--- config.mk ---
export PLATFORM = sky130hd
export DESIGN_NAME = scale_note_quantizer
export DESIGN_NICKNAME = d
export VERILOG_FILES = /design/src/hdl/snq_pkg.sv /design/src/hdl/snq_rem_stage.sv /design/src/hdl/snq_search.sv /design/src/hdl/scale_note_quantizer.sv
export SDC_FILE = /design/constraint.sdc
export NUM_CORES = 1
export LEC_CHECK = 0
export ABC_CLOCK_PERIOD_IN_PS = 30100
export BUFFER_PORTS_ARGS = -buffer_cell sky130_fd_sc_hd__buf_2
export CORE_UTILIZATION = 40
export DETAILED_ROUTE_END_ITERATION = 6
export SLEW_MARGIN = 30
export SYNTH_ARGS = -nofsm -noshare
export SYNTH_HDL_FRONTEND = slang
export SYNTH_SLANG_ARGS = --single-unit
--- constraint.sdc ---
create_clock -name aclk -period 30.1 [get_ports aclk]
set_input_delay 6.02 -clock aclk [delete_from_list [all_inputs] [get_ports aclk]]
set_output_delay 6.02 -clock aclk [all_outputs]
set_load 0.05 [all_outputs]
--- src/hdl/snq_pkg.sv ---
package snq_pkg;

    localparam int NOTE_W          = 16;
    localparam int VALUE_W         = 18;
    localparam int BASE_W          = 6;
    localparam int MODE_W          = 3;
    localparam int MASK_W          = 64;
    localparam int CFG_IDX_W       = 2;
    localparam int MAX_DEGREES_DEF = 64;
    localparam int STAGE_BITS      = 4;
    localparam int DIV_STAGES      = NOTE_W / STAGE_BITS;

    localparam logic [BASE_W-1:0] BASE_RESET = BASE_W'(12);

    typedef enum logic [MODE_W-1:0] {
        MODE_NONE     = 3'd0,
        MODE_STEP_DN  = 3'd1,
        MODE_STEP_UP  = 3'd2,
        MODE_SCALE_DN = 3'd3,
        MODE_SCALE_UP = 3'd4
    } mode_t;

    typedef enum logic [CFG_IDX_W-1:0] {
        REG_BASE = 2'd0,
        REG_MODE = 2'd1,
        REG_MASK = 2'd2
    } cfg_reg_t;

    // item moving through the remainder stages
    typedef struct packed {
        logic              valid;
        logic [NOTE_W-1:0] note;
        logic [NOTE_W-1:0] pend;
        logic [BASE_W-1:0] rem;
    } div_item_t;

    // item leaving the search stage
    typedef struct packed {
        logic              valid;
        logic              in_scale;
        logic              step_dn;
        logic              step_up;
        logic              wrap_dn;
        logic              wrap_up;
        logic [NOTE_W-1:0] note;
        logic [BASE_W-1:0] rem;
        logic [BASE_W-1:0] ndeg;
    } sel_item_t;

endpackage

--- src/hdl/snq_rem_stage.sv ---
module snq_rem_stage (
    input  logic                            aclk,
    input  logic                            aresetn,
    input  logic                            en,
    input  logic [snq_pkg::BASE_W-1:0]      base,
    input  snq_pkg::div_item_t              item_in,
    output snq_pkg::div_item_t              item_out
);

    snq_pkg::div_item_t                item_reg;
    snq_pkg::div_item_t                item_next;
    logic [snq_pkg::BASE_W-1:0]        rem_c;
    logic [snq_pkg::NOTE_W-1:0]        pend_c;
    logic [snq_pkg::BASE_W:0]          trial_c;

    // restoring remainder, one note bit per step, msb first
    always_comb begin
        rem_c   = item_in.rem;
        pend_c  = item_in.pend;
        trial_c = '0;
        for (int i = 0; i < snq_pkg::STAGE_BITS; i++) begin
            trial_c = {rem_c, pend_c[snq_pkg::NOTE_W-1]};
            pend_c  = {pend_c[snq_pkg::NOTE_W-2:0], 1'b0};
            if (trial_c >= {1'b0, base}) begin
                trial_c = trial_c - {1'b0, base};
            end
            rem_c = trial_c[snq_pkg::BASE_W-1:0];
        end
        item_next       = item_in;
        item_next.pend  = pend_c;
        item_next.rem   = rem_c;
    end

    always_ff @(posedge aclk) begin
        if (!aresetn) begin
            item_reg.valid <= 1'b0;
        end else if (en) begin
            item_reg <= item_next;
        end
    end

    assign item_out = item_reg;

endmodule

--- src/hdl/snq_search.sv ---
module snq_search #(
    parameter int MAX_DEGREES = snq_pkg::MAX_DEGREES_DEF
) (
    input  logic                            aclk,
    input  logic                            aresetn,
    input  logic                            en,
    input  logic [snq_pkg::BASE_W-1:0]      base,
    input  logic [snq_pkg::MODE_W-1:0]      mode,
    input  logic [MAX_DEGREES-1:0]          mask,
    input  logic                            mask_any,
    input  snq_pkg::div_item_t              item_in,
    output snq_pkg::sel_item_t              item_out
);

    snq_pkg::sel_item_t            item_reg;
    snq_pkg::sel_item_t            item_next;
    snq_pkg::mode_t                mode_eff;
    logic [MAX_DEGREES-1:0]        vm;
    logic [MAX_DEGREES-1:0]        lower;
    logic [MAX_DEGREES-1:0]        upper;
    logic                          member;
    logic [snq_pkg::BASE_W-1:0]    hi_lower;
    logic [snq_pkg::BASE_W-1:0]    hi_all;
    logic [snq_pkg::BASE_W-1:0]    lo_upper;
    logic [snq_pkg::BASE_W-1:0]    lo_all;

    // scale bits below base, split around the current degree
    always_comb begin
        member = 1'b0;
        for (int i = 0; i < MAX_DEGREES; i++) begin
            vm[i]    = mask[i] && (snq_pkg::BASE_W'(i) < base);
            lower[i] = vm[i] && (snq_pkg::BASE_W'(i) < item_in.rem);
            upper[i] = vm[i] && (snq_pkg::BASE_W'(i) > item_in.rem);
            member   = member | (vm[i] && (snq_pkg::BASE_W'(i) == item_in.rem));
        end
    end

    // nearest member below and above, with wrap candidates
    always_comb begin
        hi_lower = '0;
        hi_all   = '0;
        lo_upper = '0;
        lo_all   = '0;
        for (int i = 0; i < MAX_DEGREES; i++) begin
            if (lower[i]) begin
                hi_lower = snq_pkg::BASE_W'(i);
            end
            if (vm[i]) begin
                hi_all = snq_pkg::BASE_W'(i);
            end
        end
        for (int i = MAX_DEGREES - 1; i >= 0; i--) begin
            if (upper[i]) begin
                lo_upper = snq_pkg::BASE_W'(i);
            end
            if (vm[i]) begin
                lo_all = snq_pkg::BASE_W'(i);
            end
        end
    end

    always_comb begin
        mode_eff           = mask_any ? snq_pkg::mode_t'(mode) : snq_pkg::MODE_NONE;
        item_next          = '0;
        item_next.note     = item_in.note;
        item_next.rem      = item_in.rem;
        if (member) begin
            item_next.valid    = item_in.valid;
            item_next.in_scale = 1'b1;
        end else begin
            unique case (mode_eff)
                snq_pkg::MODE_STEP_DN: begin
                    item_next.valid   = item_in.valid;
                    item_next.step_dn = 1'b1;
                end
                snq_pkg::MODE_STEP_UP: begin
                    item_next.valid   = item_in.valid;
                    item_next.step_up = 1'b1;
                end
                snq_pkg::MODE_SCALE_DN: begin
                    item_next.valid = item_in.valid && (|vm);
                    if (|lower) begin
                        item_next.ndeg = hi_lower;
                    end else begin
                        item_next.ndeg    = hi_all;
                        item_next.wrap_dn = 1'b1;
                    end
                end
                snq_pkg::MODE_SCALE_UP: begin
                    item_next.valid = item_in.valid && (|vm);
                    if (|upper) begin
                        item_next.ndeg = lo_upper;
                    end else begin
                        item_next.ndeg    = lo_all;
                        item_next.wrap_up = 1'b1;
                    end
                end
                default: begin
                    item_next.valid = 1'b0;
                end
            endcase
        end
    end

    always_ff @(posedge aclk) begin
        if (!aresetn) begin
            item_reg.valid <= 1'b0;
        end else if (en) begin
            item_reg <= item_next;
        end
    end

    assign item_out = item_reg;

endmodule

--- src/hdl/scale_note_quantizer.sv ---
// scale note quantizer
// s_ channel: one note per transfer (s_valid / s_ready). m_ channel: the
// quantized note and an in-scale flag. a note outside the scale under mode
// none or an unused mode, or with no scale member to reach, gives no transfer on m_.
// cfg_ channel: cfg_index selects base (0), mode (1) or scale_mask (2);
// cfg_ready is always high. write it only while no note is in flight.
// pipeline: a note transfer reaches m_valid through these registered stages:
// four remainder stages of four restoring steps each, one search stage
// that priority-encodes the scale mask, one output register.
// throughput: one note per cycle; all stages share one advance enable.
// when m_ready is low with a result waiting, the whole pipe holds and
// s_ready drops until the result is taken; nothing is dropped or repeated.
// reset: base 12, mode none, empty mask, pipe emptied.
module scale_note_quantizer #(
    parameter int MAX_DEGREES = snq_pkg::MAX_DEGREES_DEF
) (
    input  logic                               aclk,
    input  logic                               aresetn,
    input  logic                               s_valid,
    output logic                               s_ready,
    input  logic [snq_pkg::NOTE_W-1:0]         s_note,
    output logic                               m_valid,
    input  logic                               m_ready,
    output logic signed [snq_pkg::VALUE_W-1:0] m_value,
    output logic                               m_in_scale,
    input  logic                               cfg_valid,
    output logic                               cfg_ready,
    input  logic [snq_pkg::CFG_IDX_W-1:0]      cfg_index,
    input  logic [snq_pkg::MASK_W-1:0]         cfg_data
);

    localparam logic signed [snq_pkg::VALUE_W-1:0] ONE = snq_pkg::VALUE_W'(1);

    logic [snq_pkg::BASE_W-1:0]          base_reg;
    logic [snq_pkg::MODE_W-1:0]          mode_reg;
    logic [MAX_DEGREES-1:0]              mask_reg;
    logic                                mask_any_reg;
    logic [snq_pkg::BASE_W-1:0]          base_wr;
    logic                                adv;
    snq_pkg::div_item_t                  div_pipe [snq_pkg::DIV_STAGES+1];
    snq_pkg::sel_item_t                  sel;
    logic signed [snq_pkg::VALUE_W-1:0]  note_ext;
    logic signed [snq_pkg::VALUE_W-1:0]  rem_ext;
    logic signed [snq_pkg::VALUE_W-1:0]  ndeg_ext;
    logic signed [snq_pkg::VALUE_W-1:0]  base_ext;
    logic signed [snq_pkg::VALUE_W-1:0]  value_next;
    logic                                m_valid_reg;
    logic signed [snq_pkg::VALUE_W-1:0]  m_value_reg;
    logic                                m_in_scale_reg;

    assign cfg_ready = 1'b1;
    assign base_wr   = cfg_data[snq_pkg::BASE_W-1:0];

    always_ff @(posedge aclk) begin
        if (!aresetn) begin
            base_reg     <= snq_pkg::BASE_RESET;
            mode_reg     <= snq_pkg::MODE_NONE;
            mask_reg     <= '0;
            mask_any_reg <= 1'b0;
        end else if (cfg_valid) begin
            unique case (snq_pkg::cfg_reg_t'(cfg_index))
                snq_pkg::REG_BASE: begin
                    // zero or out-of-range base is ignored
                    if (base_wr != '0 &&
                        {1'b0, base_wr} < (snq_pkg::BASE_W+1)'(MAX_DEGREES)) begin
                        base_reg <= base_wr;
                    end
                end
                snq_pkg::REG_MODE: begin
                    mode_reg <= cfg_data[snq_pkg::MODE_W-1:0];
                end
                snq_pkg::REG_MASK: begin
                    mask_reg     <= cfg_data[MAX_DEGREES-1:0];
                    mask_any_reg <= |cfg_data;
                end
                default: begin
                end
            endcase
        end
    end

    assign adv     = !m_valid_reg || m_ready;
    assign s_ready = adv;

    always_comb begin
        div_pipe[0].valid = s_valid;
        div_pipe[0].note  = s_note;
        div_pipe[0].pend  = s_note;
        div_pipe[0].rem   = '0;
    end

    for (genvar g = 0; g < snq_pkg::DIV_STAGES; g++) begin : g_rem
        snq_rem_stage u_rem_stage (
            .aclk     (aclk),
            .aresetn  (aresetn),
            .en       (adv),
            .base     (base_reg),
            .item_in  (div_pipe[g]),
            .item_out (div_pipe[g+1])
        );
    end

    snq_search #(
        .MAX_DEGREES (MAX_DEGREES)
    ) u_search (
        .aclk     (aclk),
        .aresetn  (aresetn),
        .en       (adv),
        .base     (base_reg),
        .mode     (mode_reg),
        .mask     (mask_reg),
        .mask_any (mask_any_reg),
        .item_in  (div_pipe[snq_pkg::DIV_STAGES]),
        .item_out (sel)
    );

    // octave * base is note - rem, so the result is rebuilt from the note
    always_comb begin
        note_ext = signed'({{(snq_pkg::VALUE_W-snq_pkg::NOTE_W){1'b0}}, sel.note});
        rem_ext  = signed'({{(snq_pkg::VALUE_W-snq_pkg::BASE_W){1'b0}}, sel.rem});
        ndeg_ext = signed'({{(snq_pkg::VALUE_W-snq_pkg::BASE_W){1'b0}}, sel.ndeg});
        base_ext = signed'({{(snq_pkg::VALUE_W-snq_pkg::BASE_W){1'b0}}, base_reg});
        priority if (sel.in_scale) begin
            value_next = note_ext;
        end else if (sel.step_dn) begin
            value_next = note_ext - ONE;
        end else if (sel.step_up) begin
            value_next = note_ext + ONE;
        end else if (sel.wrap_dn) begin
            value_next = note_ext - rem_ext + ndeg_ext - base_ext;
        end else if (sel.wrap_up) begin
            value_next = note_ext - rem_ext + ndeg_ext + base_ext;
        end else begin
            value_next = note_ext - rem_ext + ndeg_ext;
        end
    end

    always_ff @(posedge aclk) begin
        if (!aresetn) begin
            m_valid_reg <= 1'b0;
        end else if (adv) begin
            m_valid_reg    <= sel.valid;
            m_value_reg    <= value_next;
            m_in_scale_reg <= sel.in_scale;
        end
    end

    assign m_valid    = m_valid_reg;
    assign m_value    = m_value_reg;
    assign m_in_scale = m_in_scale_reg;

endmodule

==> results.cfg <==
[synthesis]
syn-num-nets = 2867
synth_top_cell_by_area = edfxtp_1
synth_cell_types = 94
synth_top_area_share_pct = 20.2
synthArstFlopShare_pct = 0
syn-cell-area_um2 = 20800
ys_warn_count = 0
synth_edf_count = 140
avgSynthCellArea_um2 = 7.87
yosysSeqAreaShare_pct = 27.8
synth.most_common_cell = nand2_1
syn_inst = 2643
synth_commonest_cells = nand2_1 (377), nor2_1 (218), a21oi_1 (195)
ys_ff_latch = 219
synth_area_leaders = edfxtp_1 (20%), dfxtp_1 (7.6%), ha_1 (7.1%)
synthFlopType = edfxtp_1

[floorplan]
fp.dieArea_um2 = 52900
coreArea_um2 = 51300
initial_core_util_pct = 40.5
die-width_um = 230
dieHeight_um = 230
ios = 109
fp-row-count = 83

[detailed_routing]
viasPerCell = 6.43
wl_per_cell_um = 26.5
num_vias = 21858
wl_um = 90200
first_pass_iters = 5
drc = 0
drt_iter0_drc = 2668
ant_nets = 0

[global_route]
antenna_found_initial = 0
grt_pass1_wl_um = 133000
grt_overflow_total = 0
use_met3_pct = 5.77
grt_util_met1_pct = 50.4
grt_max_degree = 82
busiest_layer = met1
grt_use_met2_pct = 47.2
grt_pass1_vias = 20422
grt.total_usage_pct = 33.2

[cts]
worstSkewPairLatency_ns = 0.56
cts_hold_buf = 0
clock-sinks = 219
cts_max_level = 1
path_clk_slew_ns = 0.06
cts_tree = built
clk_path_buf_depth = 3
cts_setup_buffers = 0
cts_buffers = 26
cts-resized-gates = 0
cts-root-buf = clkbuf_16

[sta]
relSlewSlack_pct = 26.3
setup-tns-final_ns = 0
fin_crit_sh_pct = 43.0
fin_crit_ns = 12.95
slew_viol_final = 0
rsz0062_at_grt = false
hold_viol_final = 0
setup_viol = 0
fmax_mhz = 77.2
tightest_slew_ns = 1.09
finClkSkew_ns = 0.0219

[critical_path]
crit_fanout = 7
cp-end-kind = output pin
required_ns = 24.08
worstSetupStartpointType = primary input
arrival_ns = 6.93
path_class = in -> out

[final_layout]
fillers = 5280
syn_to_final_growth_pct = 10.2
largest_register_ff_count = 92
fin_nets = 2925
drive_gt1_share_pct = 10.4

[power]
leakage_nw = 9.06
powerDensity_nw_per_um2 = 105
ir_drop_v = 0.000101
finalPower_mw = 2.40

[placement]
routabilityCongestion = 1.04
port-buffer-count = 107
hpwl_um = 70400

[status]
outcome = complete, no violations

[worst_hold_path]
hold_class = reg -> reg

[flow_run]
max_cap_violations = 0
[cells by family after synthesis]
logic type                 after synthesis  share of synthesized area [%]
DFF                                    219                           27.8
and+or+nand+nor                        998                           22.6
other                                    1                         0.0180
AOI/OAI and AO/OA                      882                           28.4
xor gates and xnor gates                98                           4.13
muxes                                   65                           3.37
adders and majority gates              138                           8.98
buffers and inverters                  242                           4.68
[worst max-delay path, cell delays in order]
cell and delay [ns]:
buf_2 0.10, nor2b_1 0.34, inv_1 0.21, buf_2 0.26
[final cells by class]
cell class | count | area, µm² | area share [%]
Clock inverter | 16 | 163 | 0.710
Inverter | 115 | 432 | 1.88
Antenna cell | 2 | 5.00 | 0.0218
Sequential cell | 219 | 5790 | 25.3
Clock buffer | 31 | 691 | 3.02
Timing Repair Buffer | 157 | 923 | 4.03
Multi-Input combinational cell | 2182 | 14100 | 61.4
Tap cell | 680 | 851 | 3.71
[layer usage]
layer  vias to the layer above  part of all wire [%]
met5                         -                     0
li1                       9931                     -
met3                       179                    10
met4                         0                   3.4
met2                      1162                    40
met1                     10586                    46
[per-stage QoR]
step | instance area (µm²) | cells | worst slack (ns) | util [%] | hold WS, ns
after floorplan | 20800 | 2643 | 17.48 | - | 0.400
after global placement | 22000 | 3350 | 16.84 | 42.9 | 0.401
after detailed placement | 22000 | 3351 | 16.72 | 42.9 | 0.405
after CTS | 22900 | 3398 | 17.15 | 44.6 | 0.416
after global routing | 22900 | 3400 | 16.58 | 44.6 | 0.421
final | 22900 | 3402 | 17.15 | 44.7 | 0.414
[cell usage in the layout, fill, tap and decap left out, types with 14 or more instances in the layout]
master	netlist	routed
edfxtp_1	140	140
nand2_1	377	377
o21ai_0	184	183
buf_4	3	49
or3_1	19	19
a21o_1	48	48
and2_1	26	25
xnor2_1	59	59
nor2_1	218	217
o31ai_1	14	14
o32ai_1	15	15
nor2b_1	40	40
or2_2	19	19
clkbuf_16	0	27
nand4_1	27	27
a22oi_1	24	24
buf_2	23	107
nor3_1	49	49
a211oi_1	24	24
nor4_1	33	32
mux2i_1	25	25
ha_1	118	118
dfxtp_1	79	76
mux2_2	40	40
o21a_1	29	29
fa_1	19	19
nand2b_1	30	30
nand3_1	76	76
and3_1	37	37
a21oi_1	195	195
a31oi_1	26	26
inv_1	113	113
xor2_1	39	39
a21boi_0	80	80
o211ai_1	26	26
o22ai_1	40	40
[final timing paths]
kind | start | to | slack, ns | cells after the start
max | m_ready | s_ready | 17.15 | 4
min reg2reg | g_rem[3].u_rem_stage.item_out[25]$_DFFE_PP_ | u_search.item_out[15]$_DFFE_PP_ | 0.41 | 0
max reg2reg | base_reg[1]$_SDFFE_PN0P_ | g_rem[2].u_rem_stage.item_out[5]$_DFFE_PP_ | 19.95 | 39
min | g_rem[3].u_rem_stage.item_out[25]$_DFFE_PP_ | u_search.item_out[15]$_DFFE_PP_ | 0.41 | 0
[power by group]
group	leakage, nW	switching (mW)	internal (mW)
Clock	0.405	0.136	0.183
Combinational	6.63	0.983	0.658
Sequential	2.02	0.0292	0.412
Total	9.06	1.15	1.25
(Power assumes the default switching activity.)
